### config.mk
export PLATFORM = sky130hd
export DESIGN_NAME = utf8_to_varint_transcoder_core_flat
export DESIGN_NICKNAME = d
export VERILOG_FILES = /design/src/hdl/utv_core.sv /design/src/hdl/utv_pkg.sv /design/src/hdl/utv_in_if.sv /design/src/hdl/utv_out_if.sv /design/src/hdl/utv_ctrl.sv /design/src/hdl/utv_dp.sv /design/src/hdl/utf8_to_varint_transcoder_core.sv /design/src/flat_wrapper.sv
export SDC_FILE = /design/constraint.sdc
export NUM_CORES = 1
export LEC_CHECK = 0
export ABC_AREA = 0
export BUFFER_PORTS_ARGS = -buffer_cell sky130_fd_sc_hd__clkbuf_2
export CAP_MARGIN = 20
export CORE_MARGIN = 2
export CORE_UTILIZATION = 45
export DETAILED_ROUTE_END_ITERATION = 10
export HOLD_SLACK_MARGIN = 0.06
export PLACE_DENSITY = 0.66
export SKIP_LAST_GASP = 1
export SYNTH_ARGS = -nofsm -noshare
export SYNTH_HDL_FRONTEND = slang
export SYNTH_SLANG_ARGS = --single-unit
### constraint.sdc
create_clock -name clk -period 4.4 [get_ports clk]
set_input_delay 0 -clock clk [delete_from_list [all_inputs] [get_ports clk]]
set_output_delay 0 -clock clk [all_outputs]
set_load 0.005 [all_outputs]
### src/hdl/utv_core.sv
// Top level of the UTF-8 to varint transcoder; joins controller and datapath.
// Depends on utv_pkg, utv_in_if, utv_out_if, utv_ctrl, utv_dp.

### src/hdl/utv_pkg.sv
// Shared types and constants for the UTF-8 to varint transcoder.
// No dependencies; every other file refers to it by scoped names.
package utv_pkg;

	localparam int BYTE_W  = 8;
	localparam int CP_W    = 21;
	localparam int GROUP_W = 7;
	localparam int REST_W  = CP_W - GROUP_W;

	localparam logic [1:0] BL_IDLE = 2'd0;
	localparam logic [1:0] BL_ONE  = 2'd1;
	localparam logic [1:0] BL_TWO  = 2'd2;
	localparam logic [1:0] BL_THREE = 2'd3;

	localparam logic [1:0] CONT_TAG  = 2'b10;
	localparam logic [4:0] BAD_HIGH  = 5'b11111;

	// controller -> datapath
	typedef struct packed {
		logic take_in;
		logic emit_step;
	} ctl_cmd_t;

	// datapath -> controller
	typedef struct packed {
		logic res_valid;
		logic res_more;
		logic emit_last;
	} dp_sts_t;

endpackage

### src/hdl/utv_in_if.sv
// Input word channel: valid/ready handshake with one raw UTF-8 byte.
// Depends on utv_pkg.
interface utv_in_if;
	logic                         valid;
	logic                         ready;
	logic [utv_pkg::BYTE_W-1:0]   byte_in;

	modport source (output valid, output byte_in, input ready);
	modport sink (input valid, input byte_in, output ready);
endinterface

### src/hdl/utv_out_if.sv
// Output word channel: valid/ready handshake with one varint byte and flags.
// Depends on utv_pkg.
interface utv_out_if;
	logic                         valid;
	logic                         ready;
	logic [utv_pkg::BYTE_W-1:0]   byte_out;
	logic                         last_byte;
	logic                         bad_lead;

	modport source (output valid, output byte_out, output last_byte, output bad_lead,
		input ready);
	modport sink (input valid, input byte_out, input last_byte, input bad_lead,
		output ready);
endinterface

### src/hdl/utv_ctrl.sv
// Handshake controller for the transcoder: input/output flow and varint emission.
// Depends on utv_pkg.
module utv_ctrl (
	input  logic              clk,
	input  logic              arst_n,
	input  logic              in_valid,
	output logic              in_ready,
	input  logic              out_ready,
	output logic              out_valid,
	input  utv_pkg::dp_sts_t  sts,
	output utv_pkg::ctl_cmd_t cmd
);

	typedef enum logic [1:0] {
		ST_IDLE = 2'b01,
		ST_EMIT = 2'b10
	} state_t;

	state_t state_q, state_n;
	logic   ovalid_q, ovalid_n;
	logic   out_free;

	assign out_free  = !ovalid_q || out_ready;
	assign in_ready  = (state_q == ST_IDLE) && out_free;
	assign out_valid = ovalid_q;

	assign cmd.take_in   = in_valid && in_ready;
	assign cmd.emit_step = (state_q == ST_EMIT) && out_free;

	always_comb begin
		state_n  = state_q;
		ovalid_n = ovalid_q;
		if (ovalid_q && out_ready) begin
			ovalid_n = 1'b0;
		end
		if (cmd.take_in && sts.res_valid) begin
			ovalid_n = 1'b1;
		end
		if (cmd.emit_step) begin
			ovalid_n = 1'b1;
		end
		case (state_q)
			ST_IDLE: begin
				if (cmd.take_in && sts.res_more) begin
					state_n = ST_EMIT;
				end
			end
			ST_EMIT: begin
				if (cmd.emit_step && sts.emit_last) begin
					state_n = ST_IDLE;
				end
			end
			default: begin
				state_n = ST_IDLE;
			end
		endcase
	end

	always_ff @(posedge clk or negedge arst_n) begin
		if (!arst_n) begin
			state_q  <= ST_IDLE;
			ovalid_q <= 1'b0;
		end else begin
			state_q  <= state_n;
			ovalid_q <= ovalid_n;
		end
	end

endmodule

### src/hdl/utv_dp.sv
// Datapath: UTF-8 decode state, code point gathering and varint byte register.
// Depends on utv_pkg.
module utv_dp (
	input  logic                       clk,
	input  logic                       arst_n,
	input  logic [utv_pkg::BYTE_W-1:0] byte_in,
	input  utv_pkg::ctl_cmd_t          cmd,
	output utv_pkg::dp_sts_t           sts,
	output logic [utv_pkg::BYTE_W-1:0] byte_out,
	output logic                       last_byte,
	output logic                       bad_lead
);

	logic [1:0]                    bl_q, bl_n;
	logic [utv_pkg::CP_W-1:0]      acc_q, acc_n, acc_cat, cp;
	logic [utv_pkg::REST_W-1:0]    rest_q;
	logic [utv_pkg::BYTE_W-1:0]    obyte_q;
	logic                          olast_q, obad_q;
	logic                          res_code, res_bad, first_more;

	assign acc_cat = {acc_q[utv_pkg::CP_W-7:0], byte_in[5:0]};

	always_comb begin
		bl_n     = bl_q;
		acc_n    = acc_q;
		res_code = 1'b0;
		res_bad  = 1'b0;
		cp       = '0;
		if (bl_q != utv_pkg::BL_IDLE) begin
			// continuation: top two bits are not checked
			bl_n = bl_q - 2'd1;
			if (bl_n == utv_pkg::BL_IDLE) begin
				res_code = 1'b1;
				cp       = acc_cat;
				acc_n    = '0;
			end else begin
				acc_n = acc_cat;
			end
		end else if (!byte_in[7]) begin
			res_code = 1'b1;
			cp       = {{(utv_pkg::CP_W-utv_pkg::BYTE_W){1'b0}}, byte_in};
			acc_n    = '0;
		end else if (byte_in[7:6] == utv_pkg::CONT_TAG || byte_in[7:3] == utv_pkg::BAD_HIGH)
		begin
			res_bad = 1'b1;
			acc_n   = '0;
			bl_n    = utv_pkg::BL_IDLE;
		end else if (!byte_in[5]) begin
			acc_n = {{(utv_pkg::CP_W-5){1'b0}}, byte_in[4:0]};
			bl_n  = utv_pkg::BL_ONE;
		end else if (!byte_in[4]) begin
			acc_n = {{(utv_pkg::CP_W-4){1'b0}}, byte_in[3:0]};
			bl_n  = utv_pkg::BL_TWO;
		end else begin
			acc_n = {{(utv_pkg::CP_W-3){1'b0}}, byte_in[2:0]};
			bl_n  = utv_pkg::BL_THREE;
		end
	end

	assign first_more    = (cp[utv_pkg::CP_W-1:utv_pkg::GROUP_W] != '0);
	assign sts.res_valid = res_code || res_bad;
	assign sts.res_more  = res_code && first_more;
	assign sts.emit_last = (rest_q[utv_pkg::REST_W-1:utv_pkg::GROUP_W] == '0);

	always_ff @(posedge clk or negedge arst_n) begin
		if (!arst_n) begin
			bl_q  <= utv_pkg::BL_IDLE;
			acc_q <= '0;
		end else if (cmd.take_in) begin
			bl_q  <= bl_n;
			acc_q <= acc_n;
		end
	end

	// payload registers: varint word out and the groups still to send
	always_ff @(posedge clk) begin
		if (cmd.take_in && res_code) begin
			obyte_q <= {first_more, cp[utv_pkg::GROUP_W-1:0]};
			olast_q <= !first_more;
			obad_q  <= 1'b0;
			rest_q  <= cp[utv_pkg::CP_W-1:utv_pkg::GROUP_W];
		end else if (cmd.take_in && res_bad) begin
			obyte_q <= '0;
			olast_q <= 1'b0;
			obad_q  <= 1'b1;
		end else if (cmd.emit_step) begin
			obyte_q <= {!sts.emit_last, rest_q[utv_pkg::GROUP_W-1:0]};
			olast_q <= sts.emit_last;
			obad_q  <= 1'b0;
			rest_q  <= {{utv_pkg::GROUP_W{1'b0}},
				rest_q[utv_pkg::REST_W-1:utv_pkg::GROUP_W]};
		end
	end

	assign byte_out  = obyte_q;
	assign last_byte = olast_q;
	assign bad_lead  = obad_q;

endmodule

### src/hdl/utf8_to_varint_transcoder_core.sv
// UTF-8 to LEB128 varint transcoder. Takes one UTF-8 byte per input word and,
// when a sequence completes, sends its code point as a little-endian base-128
// varint of one to three words, bit 7 set on all but the last, which carries
// last_byte. A continuation byte or 0xF8..0xFF in lead position gives one word
// with bad_lead set and byte_out zero, and decoding restarts. Overlong forms and
// surrogates pass through unchecked. While the varint of a code point is still
// being sent, the input is held and the emission sequencer shifts out the
// remaining 7-bit groups through the single output register, so the output
// port sets the pace: one word per cycle while the output is ready.
module utf8_to_varint_transcoder_core (
	input  logic      clk,
	input  logic      arst_n,
	utv_in_if.sink    din,
	utv_out_if.source dout
);

	utv_pkg::ctl_cmd_t cmd;
	utv_pkg::dp_sts_t  sts;

	utv_ctrl u_ctrl (
		.clk       (clk),
		.arst_n    (arst_n),
		.in_valid  (din.valid),
		.in_ready  (din.ready),
		.out_ready (dout.ready),
		.out_valid (dout.valid),
		.sts       (sts),
		.cmd       (cmd)
	);

	utv_dp u_dp (
		.clk       (clk),
		.arst_n    (arst_n),
		.byte_in   (din.byte_in),
		.cmd       (cmd),
		.sts       (sts),
		.byte_out  (dout.byte_out),
		.last_byte (dout.last_byte),
		.bad_lead  (dout.bad_lead)
	);

`ifndef SYNTHESIS
	a_cmd_excl: assert property (@(posedge clk) disable iff (!arst_n)
		!(cmd.take_in && cmd.emit_step))
		else $error("input taken during varint emission");

	a_bad_word: assert property (@(posedge clk) disable iff (!arst_n)
		dout.valid && dout.bad_lead |-> !dout.last_byte && dout.byte_out == '0)
		else $error("bad lead word carries payload");

	a_cont_bit: assert property (@(posedge clk) disable iff (!arst_n)
		dout.valid && !dout.bad_lead |-> dout.byte_out[7] != dout.last_byte)
		else $error("continuation bit disagrees with last_byte");

	a_emit_out: assert property (@(posedge clk) disable iff (!arst_n)
		cmd.emit_step |=> dout.valid)
		else $error("emission step left no word");
`endif

endmodule

### src/flat_wrapper.sv
// flat-port wrapper written by rule: the top's interface ports become plain ports
module utf8_to_varint_transcoder_core_flat 
  (clk, arst_n, din_valid, din_byte_in, din_ready, dout_valid, dout_byte_out, dout_last_byte, dout_bad_lead, dout_ready);
  utv_in_if din_i ();
  utv_out_if dout_i ();
  input  logic clk;
  input  logic arst_n;
  input wire logic [$bits(din_i.valid)-1:0] din_valid;
  input wire logic [$bits(din_i.byte_in)-1:0] din_byte_in;
  output wire logic [$bits(din_i.ready)-1:0] din_ready;
  output wire logic [$bits(dout_i.valid)-1:0] dout_valid;
  output wire logic [$bits(dout_i.byte_out)-1:0] dout_byte_out;
  output wire logic [$bits(dout_i.last_byte)-1:0] dout_last_byte;
  output wire logic [$bits(dout_i.bad_lead)-1:0] dout_bad_lead;
  input wire logic [$bits(dout_i.ready)-1:0] dout_ready;
  assign din_i.valid = din_valid;
  assign din_i.byte_in = din_byte_in;
  assign din_ready = din_i.ready;
  assign dout_valid = dout_i.valid;
  assign dout_byte_out = dout_i.byte_out;
  assign dout_last_byte = dout_i.last_byte;
  assign dout_bad_lead = dout_i.bad_lead;
  assign dout_i.ready = dout_ready;
  utf8_to_varint_transcoder_core u_core (.clk(clk), .arst_n(arst_n), .din(din_i), .dout(dout_i));
endmodule
==> results of run 1 <==
-- power breakdown --
| group | leakage, nW | internal, W | switching (W) |
|---|---|---|---|
| clock | 0.0422 | 0.000111 | 0.000131 |
| sequential | 0.498 | 0.000546 | 0.0000722 |
| combinational | 0.393 | 0.000122 | 0.000163 |
-- cells in the mapped netlist (2+ instances only) --
cell type / instances
nand2_1: 25
edfxtp_1: 23
dfrtp_1: 19
a22o_1: 16
o21ai_0: 15
and3_1: 7
nand2b_1: 5
nand3_1: 5
and2_1: 4
buf_2: 4
clkbuf_1: 3
nor4_1: 3
a32o_1: 2
nand4_1: 2
nor2b_1: 2
o21a_1: 2
-- path summary, 6_finish.rpt --
path,endpoint
setup / recovery,u_core.u_dp.rest_q[7]$_SDFFCE_PN0P_
hold / removal,u_core.u_ctrl.out_valid$_DFFE_PN0P_
setup reg to reg,u_core.u_dp.rest_q[7]$_SDFFCE_PN0P_
hold reg to reg,u_core.u_dp.acc_q[11]$_DFFE_PN0P_
max in group asynchronous,u_core.u_ctrl.state_q[0]$_DFFE_PN1P_
min in group asynchronous,u_core.u_ctrl.out_valid$_DFFE_PN0P_
-- metrics by stage --
step	std cells	hold slack (ps)	setup slack, ps
floorplan	157	-296	2600
global placement	222	-29.4	2170
detailed placement	222	-16.3	2080
CTS	240	105	2040
global route	240	174	1840
finish	240	127	2020
-- worst min-delay path: cells and delay by family --
family | cells | cell delay [ps]
buf+inv | 1 | 70
simple gates | 2 | 300
-- routing by layer --
metal	vias up	share of wire [%]	GRT usage, %
met3	4	4.0	5.85
met2	37	48	28.2
met1	675	47	25.0
met4	0	1.1	8.06
met5	-	0	0
li1	648	-	-
-- logic make-up after synthesis --
group,synth area share (%)
AND/OR/NAND/NOR,18.1
buffers and inverters,2.10
flip-flops,63.7
AO/OA/AOI/OAI,16.2
-- cell type report --
class                           count  area (µm²)  area share (%)
Sequential cell                    44        1210            54.4
Multi-Input combinational cell    104         652            29.3
Timing Repair Buffer               33         215            9.66
Clock buffer                        7        76.3            3.43
Tap cell                           50        62.6            2.81
Clock inverter                      1        5.00           0.225
Inverter                            1        3.75           0.169
-- registers in the layout (all words and copies together) (netlist names) --
name	count
u_core.u_dp.acc_q	15
u_core.u_dp.bl_q	2
u_core.u_dp.rest_q	14
u_core.u_dp.bad_lead	1
u_core.u_ctrl.out_valid	1
u_core.u_ctrl.state_q	2
u_core.u_dp.last_byte	1
u_core.u_dp.byte_out	8
==> results.toml, run 1 <==
[clocking]
post_cts_buffers = 0
cts_tree = "done"
clock-root-buffer = "clkbuf_8"
clk_path_buf_depth = 2
cts_buffers = 5
clkTransAtPathRegs_ps = 80
cts.sinks = 44
cts_resized = 0
h-tree-depth = 2
ctsHoldBuffers = 10
clk_latency_ps = 300

[logic_synthesis]
yosys_warnings = 0
ys_seq_area_share_pct = 63.7
syn_inst = 157
synth_cell_type_count = 36
ys_seq_elements = 44
synth_area_mm2 = 0.00190
synth.net_count = 169
synthTopCellsByArea = "edfxtp_1 (36%), dfrtp_1 (25%), a22o_1 (7.4%), nand2_1 (4.9%), o21ai_0 (3.9%)"
synth_edf_count = 23
synth.avg_cell_area_um2 = 12.1
synth_area_leader_cell = "edfxtp_1"
synthArstFlopShare_pct = 45.5
synthFlopType = "edfxtp_1"
synth_top_area_share_pct = 36.3

[detailed_routing]
wirelength_um = 4060
dr.pass1.iters = 4
ant_nets = 0
routedWlPerCell_um = 16.9
vias_per_cell = 5.68
first_iter_violations = 99
drc = 0
vias = 1364

[placement]
place_area_mm2 = 0.00205
portBuffers = 23
gp_congestion = 0.831
dp_hpwl_um = 2940

[timing]
tightestPinTransition_ps = 758
fin_worst_skew_ps = 8.44
rsz0062_at_grt = "false"
final-setup-viol-count = 0
slew_viol_final = 0
fmax_mhz = 420
period_needed_ps = 2380
hold_viol_final = 0
final.setup.tns_ps = 0
maxSlewHeadroom_pct = 49.1
post-route-period-util_pct = 54.2

[critical_path]
cp.arrival_ps = 2320
crit_type = "flip-flop to flip-flop"
rrSetupSlack_ps = 2020
worst_path_max_delay_cell = "dfrtp_1"
cp-end-kind = "flip-flop"
crit_fanout = 14
path_delay_family = "simple AND/OR/NAND/NOR gates"
reg2reg_from = "u_core.u_dp.bl_q[1]$_DFFE_PN0P_"
cp-startpoint = "u_core.u_dp.bl_q[1]$_DFFE_PN0P_"
reg2reg_depth = 4
startpoint_type = "flip-flop"
critical-path-max-stage-delay_ps = 530
cp_data_required_time_ps = 4330
crit_chain = "inv_1 -> and4_1 -> nand2b_1 -> nand2_1"
path_buf_inv = 1
worstSetupPathDepth = 4

[power]
cellPowerDensity_mw_per_mm2 = 514
p_leak_nw = 0.933
power_w = 0.00115
peakVddDrop_mv = 0.280

[die]
core_area_mm2 = 0.00403
start_util_pct = 47.3
io_pins = 24
die_area_mm2 = 0.00477
die_height_um = 69.1
row_count = 23
die_width_um = 69.1

[global_routing]
grt_pass1_wl_um = 6700
grtUsageTotal_pct = 18.7
gr-total-overflow = 0
grt_pass1_vias = 1332
antenna_found_initial = 0
grt_max_degree = 32

[worst_hold_path]
holdCritPathClass = "input pin to flip-flop"
min_from = "dout_ready"
hold_depth = 3

[cells_and_area]
final.fill_count = 357
finish.utilization_pct = 55.3
layout_commonest_cell = "nand2_1"
fin_nets = 201
drive_above_1_share_pct = 19.5
design_area_mm2 = 0.00223
syn_to_final_growth_pct = 17.0
antennaDiodeCount = 0
layout_common_cells = "nand2_1 (25), clkbuf_2 (23), edfxtp_1 (23)"

[job]
max-cap-violations = 0

[outcome]
status = "finished, final reports clean"
(Power assumes the default switching activity.)
==> run 2, diff against run 1 <==
==> constraint.sdc (replaced) <==
create_clock -name clk -period 2.4 [get_ports clk]
set_input_delay 0 -clock clk [delete_from_list [all_inputs] [get_ports clk]]
set_output_delay 0 -clock clk [all_outputs]
set_load 0.005 [all_outputs]
==> run 2 against run 1 <==
  * Core utilization is 0.47 points higher
  * Global-route usage is 1.1 points lower
  * Clock skew is 1.8 ps lower
  * Wire length is 4.3% lower
  * Sequential power is 84% higher
  * Hold slack better by 7.7 ps
  * Maximum frequency is 8.0% higher
  * Count of clock-buffer cells in the layout stayed put
  * Sequential share of layout area is 0.45 points lower
  * Non-clock buffer count is 2 higher
  * Die area stayed put
==> results.toml, run 2 (synthesized netlist as in run 1, its figures left out) <==
[worst_hold_path]
hold_depth = 3
min_from = "dout_ready"
hold_end = "u_core.u_ctrl.out_valid$_DFFE_PN0P_"
holdCritPathClass = "input pin to flip-flop"

[global_routing]
grt_pass1_vias = 1359
grtUsageTotal_pct = 17.6
gr-total-overflow = 0
grt_pass1_wl_um = 6460
antenna_found_initial = 0
grt_max_degree = 28

[cells_and_area]
drive_above_1_share_pct = 20.8
layout_common_cells = "nand2_1 (25), clkbuf_2 (23), edfxtp_1 (23)"
top_register = "u_core.u_dp.acc_q"
antennaDiodeCount = 0
largest_reg_flops = 15
layout_commonest_cell = "nand2_1"
syn_to_final_growth_pct = 17.9
design_area_mm2 = 0.00225
fin_nets = 203

[die]
io_pins = 24
die_width_um = 69.1
core_area_mm2 = 0.00403
start_util_pct = 47.3
row_count = 23
die_height_um = 69.1
die_area_mm2 = 0.00477

[clocking]
clkTransAtPathRegs_ps = 70
cts_buffers = 5
post_cts_buffers = 0
h-tree-depth = 2
cts_tree = "done"
cts.sinks = 44
clock-root-buffer = "clkbuf_8"
clk_latency_ps = 300
clk_path_buf_depth = 2

[timing]
post-route-period-util_pct = 91.9
slew_viol_final = 0
fmax_mhz = 453
final-setup-viol-count = 0
maxSlewHeadroom_pct = 52.4
hold_viol_final = 0
tightestPinTransition_ps = 708
rsz0062_at_grt = "false"
final.setup.tns_ps = 0
finalWorstSetupSlack_ps = 194
period_needed_ps = 2210
fin_worst_skew_ps = 6.67

[detailed_routing]
first_iter_violations = 87
ant_nets = 0
vias_per_cell = 5.71
dr.pass1.iters = 4
wirelength_um = 3890
vias = 1381
drc = 0
routedWlPerCell_um = 16.1

[critical_path]
path_buf_inv = 1
reg2reg_depth = 5
path_delay_family = "compound AO/OA/AOI/OAI gates"
critical-path-max-stage-delay_ps = 540
crit_type = "flip-flop to flip-flop"
crit_chain = "nor2b_1 -> nand3_1 -> a21oi_2 -> a32o_1 -> dlygate4sd3_1"
r2r-end = "u_core.u_dp.acc_q[3]$_DFFE_PN0P_"
cp-end-kind = "flip-flop"
reg2reg_from = "u_core.u_dp.bl_q[0]$_DFFE_PN0P_"
startpoint_type = "flip-flop"
cp_data_required_time_ps = 2640
worst_path_max_delay_cell = "dfrtp_1"
cp.arrival_ps = 2440
crit_fanout = 16
rrSetupSlack_ps = 190

[power]
switchingPower_w = 0.000664
combPwrFrac_pct = 25.1
peakVddDrop_mv = 0.458
pwr-share-seq_pct = 54.1
clkPwrFrac_pct = 20.8
cellPowerDensity_mw_per_mm2 = 938
p_leak_nw = 0.947
p_int_w = 0.00144
p_sw_share_pct = 31.5

[placement]
portBuffers = 23
place_ws_ps = 287
dp_hpwl_um = 2890
gp_congestion = 0.840
place_area_mm2 = 0.00206

[job]
max-cap-violations = 0

[outcome]
status = "finished, final reports clean"
## run 2: cell type report
type	instances	area [µm²]
Multi-Input combinational cell	104	656
Sequential cell	44	1210
Timing Repair Buffer	35	230
Clock inverter	1	5.00
Inverter	1	3.75
Clock buffer	7	76.3
Fill cell	357	1780
Tap cell	50	62.6
## run 2: worst reg2reg max path, stage by stage (launching register included)
cell and delay [ps]:
dfrtp_1 540, nor2b_1 290, nand3_1 200, a21oi_2 350, a32o_1 210, dlygate4sd3_1 540
## run 2: repair_timing
action                                 4_1_cts  5_1_grt
setup endpoints to repair                    0        1
gates resized for setup                      0        1
hold buffers                                10        0
endpoints found under the hold margin       30        0
## run 2: layer usage
layer	global-route usage (%)	up-vias	wire length, µm
met5	0	-	0
met4	8.28	0	76
met3	3.95	8	254
met2	29.4	51	1950
met1	21.6	664	1610
li1	-	658	-
## run 2: power by group through the flow
stage               clock network (W)  logic (W)  registers, W
detailed placement                  0   0.000506       0.00115
global placement                    0   0.000496       0.00115
global route                 0.000478   0.000583       0.00116
CTS                          0.000441   0.000529       0.00114
floorplan                           0   0.000371       0.00110
finish                       0.000437   0.000529       0.00114
## run 2: through the flow
step | hold WS (ps) | utilization, % | total power (W) | instances
detailed placement | -5.74 | 51.1 | 0.00166 | 224
global route | 162 | 55.7 | 0.00222 | 242
floorplan | -296 | - | 0.00147 | 157
global placement | -15.8 | 51.1 | 0.00164 | 224
finish | 135 | 55.7 | 0.00211 | 242
CTS | 136 | 55.7 | 0.00211 | 242
## run 2: how the worst max path moves through the flow
stage               slack [ps]  depth (start not counted)                            startpoint                                   end
floorplan                  600                          5  u_core.u_ctrl.state_q[0]$_DFFE_PN1P_       u_core.u_dp.rest_q[0]$_DFFE_PP_
global placement           380                          5       u_core.u_dp.bl_q[1]$_DFFE_PN0P_   u_core.u_dp.rest_q[7]$_SDFFCE_PN0P_
detailed placement         290                          5       u_core.u_dp.bl_q[1]$_DFFE_PN0P_  u_core.u_dp.rest_q[10]$_SDFFCE_PN0P_
CTS                         80                          5       u_core.u_dp.bl_q[0]$_DFFE_PN0P_      u_core.u_dp.acc_q[3]$_DFFE_PN0P_
global route               100                          5       u_core.u_dp.bl_q[1]$_DFFE_PN0P_   u_core.u_dp.rest_q[8]$_SDFFCE_PN0P_
finish                     190                          5       u_core.u_dp.bl_q[0]$_DFFE_PN0P_      u_core.u_dp.acc_q[3]$_DFFE_PN0P_
==> run 3, diff against run 2 <==
--- a/config.mk
+++ b/config.mk
@@ -8,6 +8,7 @@
 export ABC_AREA = 0
 export BUFFER_PORTS_ARGS = -buffer_cell sky130_fd_sc_hd__clkbuf_2
 export CAP_MARGIN = 20
+export CORE_ASPECT_RATIO = 0.7
 export CORE_MARGIN = 2
 export CORE_UTILIZATION = 45
 export DETAILED_ROUTE_END_ITERATION = 10
==> run 3 against run 2 <==
  * Final cell count grew 0.83%
  * Via count shrank 2.5%
  * Cell area grew 0.22%
  * Critical path depth is the same
  * Wire length grew 8.7%
  * Core utilization grew 0.61 points
  * Non-clock buffer count is the same
  * Sequential share of layout area shrank 0.12 points
  * Count of clock-buffer cells in the layout grew 1
  * Global-route usage grew 2.3 points
  * First-iteration DRC count grew 52%
  * Critical path type unchanged
  * Largest power group unchanged
  * Highest routed layer unchanged
==> results.toml, run 3 (synthesized netlist as in run 1, its figures left out) <==
[outcome]
status = "finished, final reports clean"

[critical_path]
crit_fanout = 14
cp.arrival_ps = 2140
path_buf_inv = 2
critical-path-max-stage-delay_ps = 530
cp_data_required_time_ps = 2390
worst_path_max_delay_cell = "dfrtp_1"
startpoint_type = "flip-flop"
path_delay_family = "simple AND/OR/NAND/NOR gates"
cp-end-kind = "flip-flop"
crit_type = "flip-flop to flip-flop"
crit_chain = "inv_1 -> and4_1 -> nand2b_1 -> nand2_1 -> buf_4"

[clocking]
cts_buffers = 5
cts_tree = "done"
cts_resized = 0
clkTransAtPathRegs_ps = 80
clk_latency_ps = 290
clk_path_buf_depth = 2
clock-root-buffer = "clkbuf_8"
h-tree-depth = 2
cts.sinks = 44

[die]
start_util_pct = 47.7
core_area_mm2 = 0.00399
io_pins = 24
die_width_um = 81.8
row_count = 19
die_area_mm2 = 0.00478
die_height_um = 58.4

[power]
cellPowerDensity_mw_per_mm2 = 951
peakVddDrop_mv = 0.511
p_leak_nw = 0.945

[timing]
hold_viol_final = 0
fmax_mhz = 466
fin_worst_skew_ps = 5.78
final-setup-viol-count = 0
final.setup.tns_ps = 0
post-route-period-util_pct = 89.5
period_needed_ps = 2150
tightestPinTransition_ps = 530
maxSlewHeadroom_pct = 63.8
slew_viol_final = 0
rsz0062_at_grt = "false"

[cells_and_area]
fin_nets = 203
final.fill_count = 343
seqCellArea_mm2 = 0.00121
syn_to_final_growth_pct = 18.2
layout_commonest_cell = "nand2_1"
layout_common_cells = "nand2_1 (25), clkbuf_2 (23), edfxtp_1 (23)"
drive_above_1_share_pct = 20.8
multi_input_area_um2 = 652
largest_reg_flops = 15
top_register = "u_core.u_dp.acc_q"
antennaDiodeCount = 0
finish.utilization_pct = 56.4

[detailed_routing]
first_iter_violations = 132
wl_met1_um = 1950
drc = 0
vias = 1346
routed.top_layer = "met4"
vias_per_cell = 5.52
met2_length_um = 1860
wl_met3_um = 347
ant_nets = 0
dr.pass1.iters = 4
wirelength_um = 4230
routedWlPerCell_um = 17.3

[job]
max-cap-violations = 0

[placement]
gp_congestion = 0.839
dp_hpwl_um = 3190
portBuffers = 23

[global_routing]
grtUsageTotal_pct = 19.9
grt_pass1_wl_um = 6760
grt_max_degree = 31
gr-total-overflow = 0
grt_pass1_vias = 1316
antenna_found_initial = 0

[worst_hold_path]
holdCritPathClass = "input pin to flip-flop"
[run 3: report_power, final]
| group | total, W | internal (W) | switching, W | leakage, nW |
|---|---|---|---|---|
| registers | 0.00114 | 0.00100 | 0.000141 | 0.498 |
| logic | 0.000536 | 0.000235 | 0.000302 | 0.402 |
| clock network | 0.000464 | 0.000235 | 0.000229 | 0.0455 |
| total | 0.00214 | 0.00147 | 0.000672 | 0.945 |
[run 3: stage by stage]
step	hold slack [ps]	power (W)	instance area (µm²)	cells	setup WS, ps
2_1_floorplan	-296	0.00147	1900	157	602
3_3_place_gp	-25.6	0.00165	2070	227	385
3_5_place_dp	-16.1	0.00168	2070	227	280
4_1_cts	122	0.00215	2250	244	262
5_1_grt	170	0.00227	2250	244	31.0
6_report	127	0.00214	2250	244	253
[run 3: layer usage]
| metal | global-route usage, % | up-vias |
|---|---|---|
| met5 | 0 | - |
| met3 | 4.75 | 6 |
| met4 | 7.86 | 0 |
| li1 | - | 655 |
| met2 | 28.2 | 40 |
| met1 | 29.8 | 645 |
[run 3: worst paths after layout]
| path | from | end | slack, ps | depth (start not counted) |
|---|---|---|---|---|
| max reg2reg | u_core.u_dp.bl_q[1]$_DFFE_PN0P_ | u_core.u_dp.rest_q[13]$_SDFFCE_PN0P_ | 250 | 5 |
| max in group asynchronous | arst_n | u_core.u_ctrl.state_q[0]$_DFFE_PN1P_ | 1850 | 2 |
| max | u_core.u_dp.bl_q[1]$_DFFE_PN0P_ | u_core.u_dp.rest_q[13]$_SDFFCE_PN0P_ | 250 | 5 |
| min reg2reg | u_core.u_dp.acc_q[10]$_DFFE_PN0P_ | u_core.u_dp.acc_q[10]$_DFFE_PN0P_ | 510 | 2 |
| min | dout_ready | u_core.u_ctrl.out_valid$_DFFE_PN0P_ | 130 | 3 |
| min in group asynchronous | arst_n | u_core.u_ctrl.out_valid$_DFFE_PN0P_ | 200 | 2 |
[run 3: tightest hold or removal path: cells and delay by family]
kind,cells,cell delay (ps)
buffers and inverters,1,70
and+or+nand+nor,2,310
[run 3: layout make-up]
class                      instances  area share [%]
multi-input combinational        104            29.0
timing repair buffer              35            10.1
tap                               52            2.89
clock buffer                       8            4.00
inverter                           1           0.167
sequential                        44            53.9
[run 3: repair_timing]
item / 4_1_cts / 5_1_grt
setup buffers: 0 / 0
hold buffers: 9 / 0
hold endpoints to repair: 27 / 0
setup endpoints to repair: 0 / 0
